### src/rtl/mtg_pkg.sv
// Shared constants, types and helpers for the MT19937 generator.
// No dependencies; mtg_seed, mtg_twist and the top level refer to this package by scoped names.
package mtg_pkg;

  localparam int unsigned StateLength = 624;
  localparam int unsigned AddrW       = $clog2(StateLength);
  localparam int unsigned WordW       = 32;

  typedef logic [AddrW-1:0] addr_t;
  typedef logic [WordW-1:0] word_t;

  localparam addr_t TwistOffset = addr_t'(397);

  localparam word_t MatrixA     = 32'h9908_b0df;
  localparam word_t TemperB     = 32'h9d2c_5680;
  localparam word_t TemperC     = 32'hefc6_0000;
  localparam word_t HighBit     = 32'h8000_0000;
  localparam word_t LowBits     = 32'h7fff_ffff;
  localparam word_t SeedMult    = 32'd6069;
  localparam word_t DefaultSeed = 32'd4357;

  // Request codes carried on the action field
  typedef enum logic {
    ActReseed = 1'b0,
    ActDraw   = 1'b1
  } action_e;

  // Control states of the top level
  typedef enum logic [1:0] {
    StRun  = 2'b01,
    StSeed = 2'b10
  } state_e;

  // Write port request from the seed filler
  typedef struct packed {
    logic  we;
    addr_t addr;
    word_t data;
    logic  last;
  } seed_wr_t;

  // Add two in-range indexes modulo the state length
  function automatic addr_t wrap_add(addr_t a, addr_t b);
    logic [AddrW:0] sum;
    sum = {1'b0, a} + {1'b0, b};
    if (sum >= (AddrW + 1)'(StateLength)) begin
      sum = sum - (AddrW + 1)'(StateLength);
    end
    return sum[AddrW-1:0];
  endfunction

endpackage

### src/rtl/mtg_twist.sv
// Twist and temper datapath: one new state word and its tempered output.
// Depends on mtg_pkg.
module mtg_twist (
  input  mtg_pkg::word_t cur_i,
  input  mtg_pkg::word_t nxt_i,
  input  mtg_pkg::word_t far_i,
  output mtg_pkg::word_t new_o,
  output mtg_pkg::word_t tempered_o
);

  mtg_pkg::word_t y;
  mtg_pkg::word_t v;
  mtg_pkg::word_t t0, t1, t2;

  // Combine high bit of the current word with low bits of the next one
  always_comb begin
    y = (cur_i & mtg_pkg::HighBit) | (nxt_i & mtg_pkg::LowBits);
    v = far_i ^ (y >> 1);
    if (y[0]) begin
      v = v ^ mtg_pkg::MatrixA;
    end
  end

  // Temper the new word
  always_comb begin
    t0 = v ^ (v >> 11);
    t1 = t0 ^ ((t0 << 7) & mtg_pkg::TemperB);
    t2 = t1 ^ ((t1 << 15) & mtg_pkg::TemperC);
  end

  assign new_o      = v;
  assign tempered_o = t2 ^ (t2 >> 18);

endmodule

### config.mk
export PLATFORM = sky130hd
export DESIGN_NAME = mtg_twist
export DESIGN_NICKNAME = d
export VERILOG_FILES = /design/src/rtl/mtg_pkg.sv /design/src/rtl/mtg_twist.sv
export SDC_FILE = /design/constraint.sdc
export NUM_CORES = 1
export LEC_CHECK = 0
export ABC_AREA = 1
export BUFFER_PORTS_ARGS = -buffer_cell sky130_fd_sc_hd__buf_2
export CORE_MARGIN = 5
export CORE_UTILIZATION = 35
export DETAILED_ROUTE_END_ITERATION = 16
export PLACE_DENSITY = 0.74
export SYNTH_ARGS = -nofsm -noshare
export SYNTH_HDL_FRONTEND = slang
export SYNTH_SLANG_ARGS = --single-unit
### constraint.sdc
create_clock -name vclk -period 3.76
set_clock_uncertainty 0.05 [all_clocks]
set_input_delay 0.752 -clock vclk [all_inputs]
set_output_delay 0.752 -clock vclk [all_outputs]
set_load 0.01 [all_outputs]
==> results.md <==
* CLK BUF at 0
* Leak Pwr at 0.00172 uW
* Endpoint class of the critical path: primary output
* Fillers at 590
* Critical path arrival at 2280 ps
* Mapped Cells at 378
* CP cell instances: buf_2 -> inv_8 -> nand2_1 -> nand2_2 -> nand2_1 -> nand2_1 -> nand2_1 -> nand2_1 -> inv_1 -> nand2_1 -> nand3_1 -> nand2_1 -> buf_2
* Initial Util at 35.6%
* Post-cts sizing count at 0
* Final Hold Fails at 0
* Critical Path Max Stage Delay at 390 ps
* Wire length per cell at 10.3 microns
* Met1 track demand over resource at 17.6%
* Met2 usage at 28.9%
* DRC viols at 0
* F_max at 324 MHz
* Total track usage at 15.1%
* Storage element area at 0 sq um
* Slew Limit Fails at 0
* Peak supply drop at 0.000111 V
* Area delta synth->final at 35.6%
* PortBufs at 128
* Cell Pwr Density at 240 mW/mm^2
* Die area at 0.00712 sq mm
* Syn Nets at 474
* CP Max Fanout at 19
* Layout cells sized above 1 at 32.0%
* Dpl cells at 575
* WS Path Type: in -> out
* Antenna-violating nets left at 0
* Synth Cell Area at 0.00194 sq mm
* Final period util at 82.1%
* Hold Crit Class: in -> out
* GRT Max-Usage Layer: met2
* Nets@finish at 601
* CP dominant cell by count: nand2_1
* Fin cells at 575
* Met3 Usage GRT at 4.02%
* Post-route minimum period at 3090 ps
* Setup WS pre-CTS at 676 ps
* Vias in the first global route at 2376
* Max cap viols at 0
* Data required, critical path at 2960 ps
* Slew headroom at 68.2%
* Post-synthesis cell type count at 17
* Num sequential at 0
* RePlAce Congestion at 0.798
* TNS Setup at 0 ps
* Final worst slack at 674 ps
* Post-synthesis sequential area ratio at 0%
* Core Area at 0.00544 sq mm
* Top area cells in the synthesized netlist: nand2_1 37%, nand3_1 16%, xnor2_1 9.0%
* Num rows at 27
* Die Y-Extent at 84.4 microns
* Antenna cells at 0
* Hold Buf Count CTS at 0
* Slew @ Worst Pin at 477 ps
* First-pass GRT wire length at 9.62 mm
* Largest net degree at the start of global routing at 20
* Die X at 84.4 microns
* 1st-pass router iterations at 4
* CP Launch Type: primary input
* Vias/cell at 4.52
* Hold Slack at 1770 ps
* Tot Pwr at 630 uW
* RSZ-0062 raised after global routing: no
* Postcts setup bufs at 0
* Multi-input combinational cell area at 0.00171 sq mm
* Synth Warn # at 0
* WL final at 5.91 mm
* Mean Syn Cell Area at 5.12 sq um
* First DRT Iteration DRCs at 77
* Initial antenna violation count at 0
* Status: complete, no violations
* Routed vias at 2599
* Post-DP HPWL at 5.31 mm
* Slowest CP cell: buf_2
* Synth top area share at 37.2%
* Grt total ovfl at 0
* Ports at 160
* Final setup viols at 0
* Area leader, netlist: nand2_1
* Most common cell after layout, fill and taps aside: nand2_1
* Most frequent cells in the layout: 192 x nand2_1, 128 x buf_2, 61 x nand3_1
[stage by stage]
stage          area [sq um]  util, %
2_1_floorplan          1940        -
3_3_place_gp           2630     48.3
3_5_place_dp           2630     48.3
4_1_cts                2630     48.3
5_1_grt                2630     48.3
6_report               2630     48.3
[worst max-delay path: cells and delay by family]
family | cells | cell delay, ps
buffers and inverters | 4 | 760
and+or+nand+nor | 9 | 750
[logic make-up after synthesis]
logic type,synth area share [%]
buffers and inverters,11.8
and+or+nand+nor,60.8
xor gates and xnor gates,27.3
[per-layer routing]
| layer | vias up | share of wire (%) | routed length [microns] |
|---|---|---|---|
| met3 | 4 | 10 | 595 |
| met4 | 0 | 0.49 | 29 |
| met5 | - | 0 | 0 |
| li1 | 1398 | - | - |
| met2 | 95 | 49 | 2900 |
| met1 | 1102 | 40 | 2380 |
[synth_stat cells (all sizes together)]
master and instances:
nor2 8, or2 1, buf 3, xor2 30, nand2 202, nand3 65
inv 48, xnor2 21
[layout make-up]
type,count,share of cell area (%)
multi-input cells,327,65.0
inverters,48,7.15
well taps,72,3.43
repair buffers,128,24.4
[worst paths after layout]
kind | startpoint | end | slack (ps) | depth (start not counted)
min | nxt_i[17] | new_o[16] | 1770 | 3
max | nxt_i[0] | tempered_o[9] | 670 | 13
[report_power, final]
group	internal (uW)	switching, uW
sequential	0	0
clock	0	0
combinational	248	381
No activity file was read; power rests on OpenSTA's default activity.
