===== src/rtl/mtg_pkg.sv =====
// Shared constants, types and helpers for the MT19937 generator.
// No dependencies; mtg_seed, mtg_twist and the top level refer to this package by scoped names.
package mtg_pkg;

  localparam int unsigned StateLength = 624;
  localparam int unsigned AddrW       = $clog2(StateLength);
  localparam int unsigned WordW       = 32;

  typedef logic [AddrW-1:0] addr_t;
  typedef logic [WordW-1:0] word_t;

  localparam addr_t TwistOffset = addr_t'(397);

  localparam word_t MatrixA     = 32'h9908_b0df;
  localparam word_t TemperB     = 32'h9d2c_5680;
  localparam word_t TemperC     = 32'hefc6_0000;
  localparam word_t HighBit     = 32'h8000_0000;
  localparam word_t LowBits     = 32'h7fff_ffff;
  localparam word_t SeedMult    = 32'd6069;
  localparam word_t DefaultSeed = 32'd4357;

  // Request codes carried on the action field
  typedef enum logic {
    ActReseed = 1'b0,
    ActDraw   = 1'b1
  } action_e;

  // Control states of the top level
  typedef enum logic [1:0] {
    StRun  = 2'b01,
    StSeed = 2'b10
  } state_e;

  // Write port request from the seed filler
  typedef struct packed {
    logic  we;
    addr_t addr;
    word_t data;
    logic  last;
  } seed_wr_t;

  // Add two in-range indexes modulo the state length
  function automatic addr_t wrap_add(addr_t a, addr_t b);
    logic [AddrW:0] sum;
    sum = {1'b0, a} + {1'b0, b};
    if (sum >= (AddrW + 1)'(StateLength)) begin
      sum = sum - (AddrW + 1)'(StateLength);
    end
    return sum[AddrW-1:0];
  endfunction

endpackage


===== src/rtl/mtg_seed.sv =====
// Seed filler: sweeps the state memory with w[0] = seed, w[i] = 6069 * w[i-1].
// Depends on mtg_pkg.
module mtg_seed (
  input  logic             clk_i,
  input  logic             rst_ni,
  input  logic             start_i,
  input  mtg_pkg::word_t   seed_i,
  output mtg_pkg::seed_wr_t wr_o
);

  logic           busy_q, busy_d;
  mtg_pkg::addr_t cnt_q, cnt_d;
  mtg_pkg::word_t val_q, val_d;
  logic           last;

  assign last = (cnt_q == mtg_pkg::addr_t'(mtg_pkg::StateLength - 1));

  // Advance the sweep one entry per cycle
  always_comb begin
    busy_d = busy_q;
    cnt_d  = cnt_q;
    val_d  = val_q;
    if (start_i) begin
      busy_d = 1'b1;
      cnt_d  = '0;
      val_d  = seed_i;
    end else if (busy_q) begin
      busy_d = !last;
      cnt_d  = cnt_q + mtg_pkg::addr_t'(1);
      val_d  = mtg_pkg::word_t'(val_q * mtg_pkg::SeedMult);
    end
  end

  always_ff @(posedge clk_i or negedge rst_ni) begin
    if (!rst_ni) begin
      busy_q <= 1'b0;
      cnt_q  <= '0;
    end else begin
      busy_q <= busy_d;
      cnt_q  <= cnt_d;
    end
  end

  always_ff @(posedge clk_i) begin
    val_q <= val_d;
  end

  // Drive the memory write request
  assign wr_o.we   = busy_q;
  assign wr_o.addr = cnt_q;
  assign wr_o.data = val_q;
  assign wr_o.last = busy_q && last;

endmodule


===== config.mk =====
export PLATFORM = sky130hd
export DESIGN_NAME = mtg_seed
export DESIGN_NICKNAME = d
export VERILOG_FILES = /design/src/rtl/mtg_pkg.sv /design/src/rtl/mtg_seed.sv
export SDC_FILE = /design/constraint.sdc
export NUM_CORES = 1
export LEC_CHECK = 0
export BUFFER_PORTS_ARGS = -buffer_cell sky130_fd_sc_hd__clkbuf_2
export CORE_ASPECT_RATIO = 0.6
export CORE_MARGIN = 2
export CORE_UTILIZATION = 55
export DETAILED_ROUTE_END_ITERATION = 16
export GPL_ROUTABILITY_DRIVEN = 0
export GPL_TIMING_DRIVEN = 0
export PLACE_DENSITY_LB_ADDON = 0.08
export REMOVE_ABC_BUFFERS = 1
export SYNTH_ARGS = -nofsm -noshare
export SYNTH_HDL_FRONTEND = slang
export SYNTH_SLANG_ARGS = --single-unit
export TNS_END_PERCENT = 1

===== constraint.sdc =====
create_clock -name clk_i -period 7.3 [get_ports clk_i]
set_input_delay 0.73 -clock clk_i [delete_from_list [all_inputs] [get_ports clk_i]]
set_output_delay 0.73 -clock clk_i [all_outputs]
set_load 0.02 [all_outputs]

==> impl_results.md, run 1 <==
- Status: complete, no violations
- Detailed placement HPWL: between 15000 and 20000 µm
- Mapped Area: around 0.0082 mm²
- 1st-pass router iterations: 5
- Drt via density: around 5.2
- Multi-input gate area: roughly 0.006 mm²
- FP Rows: 34
- Sequential fraction of the synthesis area: ~15%
- Max Root-Sink Buffers: 2
- Register-to-register path setup slack: 1.23 ns
- Worst path slowest cell: fa_1
- Final #Nets: 1182
- Die Y: ~100 µm
- Core Area: approximately 0.015 mm²
- R2R depth: 18
- Critical Path Most Common Cell: fa_1
- Hold Vio Cnt, Final: 0
- Root Driver: clkbuf_16
- Area leader, netlist: fa_1
- Total CTS buffers: 5
- Cells after synthesis: between 800 and 900
- # DRC: 0
- Yosys warns: 0
- CP max FO: 7
- Final setup TNS: 0 ns
- Capture point of the worst reg-to-reg path: val_q[30]$_DFFE_PN_
- # Max-Cap Violations: 0
- Die X: approximately 160 µm
- Post-synthesis mux area share: 0.673%
- CTS Sinks: 43
- Ant diodes: 0
- Layout cells sized above 1: a little under an eighth
- Final Skew: roughly 0.016 ns
- Max incr delay on CP: roughly 0.59 ns
- Post-CTS setup buffer count: 0
- CTS clk-pin slew, worst paths: 0.09 ns
- Synth Area in Compound Gates: under 10%
- Crit. Startpoint: val_q[4]$_DFFE_PN_
- Main combinational cell family by area after synthesis: adder cells
- Post-Layout Cell Count: between 1000 and 1500
- Syn Area/Cell: 10.0 µm²
- R2r startpoint: val_q[4]$_DFFE_PN_
- FFs w/ async S/R, synth: around a quarter
- Avg WL per Cell: approximately 18 µm
- Starting Density: between 50% and 60%
- Final design utilization: between 60% and 70%
- Critical Path Start Type: flip-flop
- I/O pins: between 70 and 80
- Req. time, crit path: 7.36 ns
- Hold Slack: a little under 0.3 ns
- FF+latch area: around 0.0012 mm²
- Initial antenna violation count: 0
- Largest net degree at the start of global routing: 72
- Total GRT Usage: between 20 and 30%
- Final Cycle Share: about 83%
- Grt ovf: 0
- Crit path kind: reg -> reg
- Via Count: between 5000 and 6000
- Die area: between 0.015 and 0.02 mm²
- Simple-gate portion of the synthesized area: about 5.4%
- First-pass GRT wire length: approximately 32000 µm
- Number of global-route vias before repair: around 6000
- Final Max Slew Viols: 0
- Placed insts: roughly 1100
- Post-cts sizing count: 0
- Number of flops mapped to enable cells by yosys: 32
- Post-Route WL: between 15000 and 20000 µm
- Top cells by area, synth: fa_1 (36%), ha_1 (17%), edfxtp_1 (12%)
- Area Overhead vs Synth: 9.54%
- Setup Viol. Count Final: 0
- CP Buf/Inv Count: 4
- CP delay by family, top: adder cells
- CP endpoint kind: flip-flop
- Yosys reg bits: 43
- Buffers on Ports: between 70 and 80
- Synth Area in XOR/XNOR: about 5.6%
- Worst Max-Slew Pin Slew: 0.854 ns
- Cts hold-fix bufs: 0
- # fillers: between 1000 and 1500
- Synth cell count leaders: inv_1 (242), fa_1 (149), ha_1 (108)
- Post-route ant nets: 0
- Max Clk Rate: 0.165 GHz
- CTS tree: done
- Count leader, synth: inv_1
- Crit path DAT: between 6 and 7 ns
- Starting DRT DRC Count: 299
- Post-Synth Adder-Cell Area: between 50% and 60%
- Min Tclk post-route: roughly 6 ns
- Yosys top cell area share: between 30% and 40%
- RSZ-0062 raised after global routing: no
- Min-Delay Path Class: in -> async
- Worst path cell trace: inv_1 -> fa_1 -> inv_1 -> fa_1 -> fa_1 -> fa_1 -> inv_1 -> fa_1 -> inv_1 -> ha_1 -> nand2_1 -> o21ai_0 -> a211oi_2 -> o2bb2ai_2 -> o311ai_1 -> a31oi_1 -> xor2_1 -> o21ai_1
- Slew margin rel.: between 40% and 50%
- Predominant post-synthesis flop cell: edfxtp_1
- Netlist cell types: 49
- Worst-skew pair later-pin latency: ~0.31 ns
- # H-tree levels: 2
## layer usage
layer	vias to the layer above	routed length [µm]	track usage, %
met5	-	0	0
met4	0	147	3.43
met3	17	1700	7.37
li1	2679	-	-
met2	176	7390	34.7
met1	2794	10300	45.7
## layout by cell type, fill, tap and decap left out, types with 2 or more instances in the layout
cell         n
clkbuf_16    6
nand2_1     44
clkbuf_2    77
nor2b_1      2
inv_1      242
nor2_1      25
dfrtp_1     11
and2_1       5
ha_1       108
o21ai_0     32
a21oi_1     18
xnor2_1     29
fa_1       149
xor2_1      23
a31oi_1      2
mux2_2       4
o31ai_1      5
nand4_1      6
o21bai_1     2
edfxtp_1    32
nand3_1      4
a211oi_2     2
o21ai_1      3
o21a_1       8
nor3_1       7
a21o_1      12
o311ai_1     2
a211oi_1     5
## flip-flops by register name, indices dropped and copies added, names as in the netlist
signal  flops
val_q      32
cnt_q      10
busy_q      1
## final cells by class
type                       instances  share of cell area [%]
clock buffer                       6                    1.67
timing repair buffer              79                    4.58
clock inverter                     2                   0.167
tap                              198                    2.76
inverter                         242                    10.1
multi-input combinational        519                    66.9
sequential                        43                    13.8
## worst max-delay path by stage
stage                     endpoint  slack, ns  cells past startpoint
3_3_place_gp   val_q[30]$_DFFE_PN_       1.38                     18
6_report       val_q[30]$_DFFE_PN_       1.23                     18
4_1_cts        val_q[30]$_DFFE_PN_       1.18                     18
2_1_floorplan  val_q[30]$_DFFE_PN_       2.00                     18
3_5_place_dp   val_q[30]$_DFFE_PN_       1.21                     18
5_1_grt        val_q[30]$_DFFE_PN_       0.92                     18
## logic make-up after synthesis
| kind of cell | after synthesis |
|---|---|
| multiplexers | 5 |
| AO/OA/AOI/OAI | 105 |
| flip-flops | 43 |
| AND/OR/NAND/NOR | 100 |
| XOR/XNOR | 52 |
| adder cells (fa/ha/maj) | 257 |
| buffers and inverters | 253 |
## per-stage QoR
stage	instance area [µm²]	setup WS (ns)
after global placement	8780	1.38
after global routing	8960	0.921
after detailed placement	8780	1.21
after floorplan	8140	2.00
final	8960	1.23
after CTS	8940	1.18
Power of run 1 is not shown: default switching activity piles up to over one toggle a cycle in this logic, so the estimate is an artifact.
==> inputs of run 2 (changes only) <==
clock period = 5.2 ns   (was 7.3 ns; I/O delays follow)
==> run 2 against run 1 <==
- the flow now finishes with violations (negative setup slack)
- via count up 3.5%
- register-to-register slack worse by 1.4 ns
- die area unchanged
- global-route usage up 1.1 points
- cell count up 2.7%
==> impl_results.md, run 2 (same netlist as run 1, synthesis figures left out) <==
- Post-Layout Cell Count: 1118 (was 1089)
- Number of global-route vias before repair: 6198 (was 6027)
- Largest regs: val_q: 32 flops, cnt_q: 10 flops, busy_q: 1 flops (unchanged)
- Final Cycle Share: 103% (was 83.1%)
- Total CTS buffers: 5 (unchanged)
- # DRC: 0 (unchanged)
- Placed insts: 1080 (unchanged)
- I/O pins: 79 (unchanged)
- Ant diodes: 0 (unchanged)
- Min-Delay Path Class: in -> async (unchanged)
- R2r startpoint: val_q[11]$_DFFE_PN_ (was val_q[4]$_DFFE_PN_)
- 1st-pass router iterations: 4 (was 5)
- Buffers on Ports: 78 (unchanged)
- Final setup TNS: -0.914 ns (was 0 ns)
- R2R depth: 18 (unchanged)
- Final WS setup: -0.158 ns (was 1.23 ns)
- Max Root-Sink Buffers: 2 (unchanged)
- Avg WL per Cell: 18.4 µm (was 17.9 µm)
- Placed cell areas: 0.00878 mm² (unchanged)
- Min Tclk post-route: 5.36 ns (was 6.07 ns)
- Hold Vio Cnt, Final: 0 (unchanged)
- CP max FO: 5 (was 7)
- Final Cell Area: 0.00953 mm² (was 0.00896 mm²)
- Layout cells sized above 1: 19.9% (was 11.4%)
- Critical Path Most Common Cell: fa_1 (unchanged)
- Max Clk Rate: 0.187 GHz (was 0.165 GHz)
- CP Buf/Inv Count: 4 (unchanged)
- Critical Path Start Type: flip-flop (unchanged)
- Failing checks: negative setup slack
- Final Max Slew Viols: 0 (unchanged)
- Crit path kind: reg -> reg (unchanged)
- Worst-skew pair later-pin latency: 0.31 ns (about the same)
- # fillers: 1172 (was 1239)
- RSZ-0062 raised after global routing: yes (was no)
- Max incr delay on CP: 0.56 ns (was 0.59 ns)
- Setup Viol. Count Final: 9 (was 0)
- Grt ovf: 0 (unchanged)
- CP delay by family, top: adder cells (unchanged)
- Status: complete, but fails checks (was complete, no violations)
- Die X: 161 µm (unchanged)
- Post-Route WL: 20600 µm (was 19500 µm)
- Biggest register: val_q (unchanged)
- CTS Sinks: 43 (unchanged)
- Detailed placement HPWL: 16900 µm (unchanged)
- Worst path slowest cell: fa_1 (unchanged)
- Area Overhead vs Synth: 16.5% (was 9.54%)
- Max FFs per register: 32 (unchanged)
- Req. time, crit path: 5.26 ns (was 7.36 ns)
- Final #Nets: 1211 (was 1182)
- Starting DRT DRC Count: 269 (was 299)
- CTS tree: done (unchanged)
- CTS clk-pin slew, worst paths: 0.09 ns (about the same)
- Setup WS pre-CTS: -0.888 ns (was 1.21 ns)
- Worst Max-Slew Pin Slew: 0.866 ns (was 0.854 ns)
- Via Count: 5864 (was 5666)
- # H-tree levels: 2 (unchanged)
- Core Area: 0.0145 mm² (unchanged)
- Capture point of the worst reg-to-reg path: val_q[30]$_DFFE_PN_ (unchanged)
- Most common library cell in the layout ignoring fill and taps: inv_1 (unchanged)
- FF+latch area: 0.00124 mm² (unchanged)
- # Max-Cap Violations: 0 (unchanged)
- Final Skew: 0.0159 ns (was 0.0160 ns)
- Post-route ant nets: 0 (unchanged)
- First-pass GRT wire length: 33700 µm (was 32400 µm)
- Initial antenna violation count: 0 (unchanged)
- Crit path DAT: 5.42 ns (was 6.13 ns)
- Register-to-register path setup slack: -0.16 ns (was 1.23 ns)
- Most frequent cells in the layout: inv_1 (227), fa_1 (144), ha_1 (97), clkbuf_2 (77), nand2_1 (43) (was inv_1 (242), fa_1 (149), ha_1 (108), clkbuf_2 (77), nand2_1 (44))
- Largest net degree at the start of global routing: 72 (unchanged)
- Die Y: 98.5 µm (unchanged)
- Die area: 0.0159 mm² (unchanged)
- Drt via density: 5.25 (was 5.20)
- CP endpoint kind: flip-flop (unchanged)
- Slew margin rel.: 42.0% (was 42.9%)
- Total GRT Usage: 28.1% (was 27.0%)
- Root Driver: clkbuf_16 (unchanged)
- Worst path cell trace: inv_2 -> fa_1 -> inv_1 -> fa_1 -> fa_1 -> fa_1 -> inv_1 -> fa_1 -> inv_2 -> ha_4 -> a21o_1 -> a311o_1 -> a211oi_2 -> o2bb2ai_4 -> o311ai_4 -> a31oi_2 -> xor2_1 -> o21ai_1 (was inv_1 -> fa_1 -> inv_1 -> fa_1 -> fa_1 -> fa_1 -> inv_1 -> fa_1 -> inv_1 -> ha_1 -> nand2_1 -> o21ai_0 -> a211oi_2 -> o2bb2ai_2 -> o311ai_1 -> a31oi_1 -> xor2_1 -> o21ai_1)
- Multi-input gate area: 0.00633 mm² (was 0.00600 mm²)
- Starting Density: 56.4% (unchanged)
- FP Rows: 34 (unchanged)
[run 2: worst max-delay path by stage]
stage / endpoint / cells past startpoint / startpoint
after floorplan: val_q[30]$_DFFE_PN_ / 18 / val_q[4]$_DFFE_PN_
after global placement: val_q[30]$_DFFE_PN_ / 18 / val_q[4]$_DFFE_PN_
after detailed placement: val_q[30]$_DFFE_PN_ / 18 / val_q[4]$_DFFE_PN_
after CTS: val_q[30]$_DFFE_PN_ / 18 / val_q[8]$_DFFE_PN_
after global routing: val_q[30]$_DFFE_PN_ / 18 / val_q[11]$_DFFE_PN_
final: val_q[30]$_DFFE_PN_ / 18 / val_q[11]$_DFFE_PN_
[run 2: repair_timing]
item | 4_1_cts | 5_1_grt
endpoints found under the setup margin | 18 | 15
hold buffers | 0 | 0
buffers inserted | 23 | 6
pin swaps | 21 | 32
gates resized for setup | 42 | 38
[run 2: layout make-up]
cell class | instances | share of cell area, %
repair buffers | 108 | 6.67
inverters | 242 | 9.56
clock inverters | 2 | 0.158
well taps | 198 | 2.60
flip-flops and latches | 43 | 13.0
multi-input cells | 519 | 66.5
clock buffers | 6 | 1.58
[run 2: routing by layer]
| metal | track usage (%) | vias up | wire length (µm) |
|---|---|---|---|
| li1 | - | 2730 | - |
| met1 | 47.1 | 2935 | 10600 |
| met2 | 37.5 | 184 | 8060 |
| met3 | 6.78 | 15 | 1780 |
| met4 | 2.95 | 0 | 162 |
| met5 | 0 | - | 0 |
[run 2: per-stage QoR]
step | util [%] | hold slack (ns)
6_report | 65.7 | 0.0833
2_1_floorplan | - | 0.224
5_1_grt | 65.7 | 0.104
4_1_cts | 64.3 | 0.0944
3_3_place_gp | 60.5 | 0.408
3_5_place_dp | 60.5 | 0.412
Power of run 2 is left out for the same reason.
==> inputs of run 3 (changes only) <==
clock period = 5.05 ns   (was 5.2 ns; I/O delays follow)
==> run 3 against run 2 <==
- the flow still finishes with violations (negative setup slack)
- cell count about the same
- critical path depth up 2
- wire length decreased by 0.24%
- first-iteration DRC count is 5.6% higher
- clock-buffer cell count unchanged
- worst hold slack worse by 0.015 ns
- critical endpoint unchanged
==> impl_results.md, run 3 (same netlist as run 1, synthesis figures left out) <==
- Status: complete, but fails checks (unchanged)
- Failing checks: negative setup slack (unchanged)
- CTS clk-pin slew, worst paths: 0.09 ns (about the same)
- Req. time, crit path: 5.11 ns (was 5.26 ns)
- CP endpoint kind: flip-flop (unchanged)
- Area Overhead vs Synth: 15.6% (was 16.5%)
- Max incr delay on CP: 0.51 ns (was 0.56 ns)
- CTS Sinks: 43 (unchanged)
- Post-route ant nets: 0 (unchanged)
- Cts hold-fix bufs: 0 (unchanged)
- Crit path DAT: 5.45 ns (was 5.42 ns)
- Total CTS buffers: 5 (unchanged)
- Number of global-route vias before repair: 6199 (was 6198)
- Setup Viol. Count Final: 13 (was 9)
- First-pass GRT wire length: 33700 µm (about the same)
- Final #Nets: 1210 (was 1211)
- I/O pins: 79 (unchanged)
- Most frequent cells in the layout: inv_1 (227), fa_1 (143), ha_1 (97), clkbuf_2 (77), nand2_1 (43) (was inv_1 (227), fa_1 (144), ha_1 (97), clkbuf_2 (77), nand2_1 (43))
- FP Rows: 34 (unchanged)
- Most common library cell in the layout ignoring fill and taps: inv_1 (unchanged)
- # Max-Cap Violations: 0 (unchanged)
- Ant diodes: 0 (unchanged)
- Critical Path Start Type: flip-flop (unchanged)
- Worst-skew pair later-pin latency: 0.31 ns (about the same)
- Layout cells sized above 1: 19.6% (was 19.9%)
- Die X: 161 µm (unchanged)
- GR Layer Usage met2: 37.5% (about the same)
- CP max FO: 6 (was 5)
- Met3 track demand over resource: 6.78% (unchanged)
- Post-Route WL: 20500 µm (was 20600 µm)
- Core Area: 0.0145 mm² (unchanged)
- Largest net degree at the start of global routing: 72 (unchanged)
- Die Y: 98.5 µm (unchanged)
- Slew margin rel.: 42.5% (was 42.0%)
- Global routing's busiest layer: met1 (unchanged)
- RSZ-0062 raised after global routing: yes (unchanged)
- Hold Vio Cnt, Final: 0 (unchanged)
- Starting Density: 56.4% (unchanged)
- Drt via density: 5.25 (about the same)
- CTS tree: done (unchanged)
- Via Count: 5861 (was 5864)
- Final Max Slew Viols: 0 (unchanged)
- Initial antenna violation count: 0 (unchanged)
- Min Tclk post-route: 5.40 ns (was 5.36 ns)
- # H-tree levels: 2 (unchanged)
- Max Root-Sink Buffers: 2 (unchanged)
- Worst path slowest cell: fa_1 (unchanged)
- Total GRT Usage: 28.1% (unchanged)
- Final design utilization: 65.2% (was 65.7%)
- Worst path cell trace: buf_4 -> buf_4 -> ha_1 -> inv_1 -> fa_1 -> inv_1 -> fa_1 -> fa_1 -> inv_1 -> fa_1 -> inv_2 -> ha_4 -> a211o_1 -> a311o_1 -> a211oi_2 -> o2bb2ai_4 -> o311ai_4 -> a31oi_2 -> xor2_1 -> o21ai_1 (was inv_2 -> fa_1 -> inv_1 -> fa_1 -> fa_1 -> fa_1 -> inv_1 -> fa_1 -> inv_2 -> ha_4 -> a21o_1 -> a311o_1 -> a211oi_2 -> o2bb2ai_4 -> o311ai_4 -> a31oi_2 -> xor2_1 -> o21ai_1)
- Max Clk Rate: 0.185 GHz (was 0.187 GHz)
- Buffers on Ports: 78 (unchanged)
- 1st-pass router iterations: 4 (unchanged)
- Min-Delay Path Class: in -> async (unchanged)
- Critical Path Most Common Cell: fa_1 (unchanged)
- Root Driver: clkbuf_16 (unchanged)
- Die area: 0.0159 mm² (unchanged)
- Max FFs per register: 32 (unchanged)
- Largest regs: val_q: 32 flops, cnt_q: 10 flops, busy_q: 1 flops (unchanged)
- Starting DRT DRC Count: 284 (was 269)
- Final Cycle Share: 107% (was 103%)
- Final Skew: 0.0157 ns (was 0.0159 ns)
- Met1 GRT Util: 47.1% (about the same)
- # DRC: 0 (unchanged)
- Final WS setup: -0.347 ns (was -0.158 ns)
- Crit path kind: reg -> reg (unchanged)
- Worst Max-Slew Pin Slew: 0.860 ns (was 0.866 ns)
- Grt ovf: 0 (unchanged)
- Avg WL per Cell: 18.4 µm (about the same)
- Biggest register: val_q (unchanged)
- Detailed placement HPWL: 16900 µm (unchanged)
run 3: path summary, 6_finish.rpt:
kind	cells after the start	end	slack [ns]	startpoint
min in group clk_i	3	val_q[7]$_DFFE_PN_	0.48	seed_i[7]
worst min-delay path	1	cnt_q[0]$_DFFE_PN0N_	0.07	rst_ni
worst max register to register	20	val_q[30]$_DFFE_PN_	-0.35	val_q[13]$_DFFE_PN_
max in group asynchronous	1	cnt_q[6]$_DFFE_PN0N_	4.77	rst_ni
worst min register to register	2	cnt_q[9]$_DFFE_PN0N_	0.59	cnt_q[9]$_DFFE_PN0N_
worst max-delay path	20	val_q[30]$_DFFE_PN_	-0.35	val_q[13]$_DFFE_PN_
run 3: metrics by stage:
step,hold WS [ns],instance area [µm²],setup TNS (ns),setup WS [ns],instances
floorplan,0.209,8140,-1.63,-0.248,804
global placement,0.393,8780,-8.27,-0.875,1080
detailed placement,0.397,8780,-10.02,-1.04,1080
CTS,0.0794,9350,-3.34,-0.437,1111
global route,0.0886,9460,-5.34,-0.493,1117
finish,0.0681,9460,-2.77,-0.347,1117
run 3: timing repair:
item	4_1_cts	5_1_grt
endpoints found under the setup margin	19	15
gates resized for setup	47	22
pin swaps	22	16
buffers inserted	23	5
run 3: cell type report:
type / instances / area [µm²]
Clock buffer: 6 / 150
Clock inverter: 2 / 15.0
Timing Repair Buffer: 107 / 621
Multi-Input combinational cell: 519 / 6290
Inverter: 242 / 908
Tap cell: 198 / 248
Sequential cell: 43 / 1240
Fill cell: 1189 / 5040
run 3: routing by layer:
metal | vias to the layer above | routed length (µm)
met4 | 0 | 134
li1 | 2727 | -
met3 | 17 | 1770
met1 | 2932 | 10600
met2 | 185 | 8070
met5 | - | 0
run 3: critical path: cells and delay by family, from the launching register on:
kind | cells | cell delay [ns]
fa+ha+maj | 6 | 2.44
xor+xnor | 1 | 0.20
compound gates | 7 | 1.42
flops | 1 | 0.46
buf+inv | 6 | 0.62
Power of run 3 is left out for the same reason.
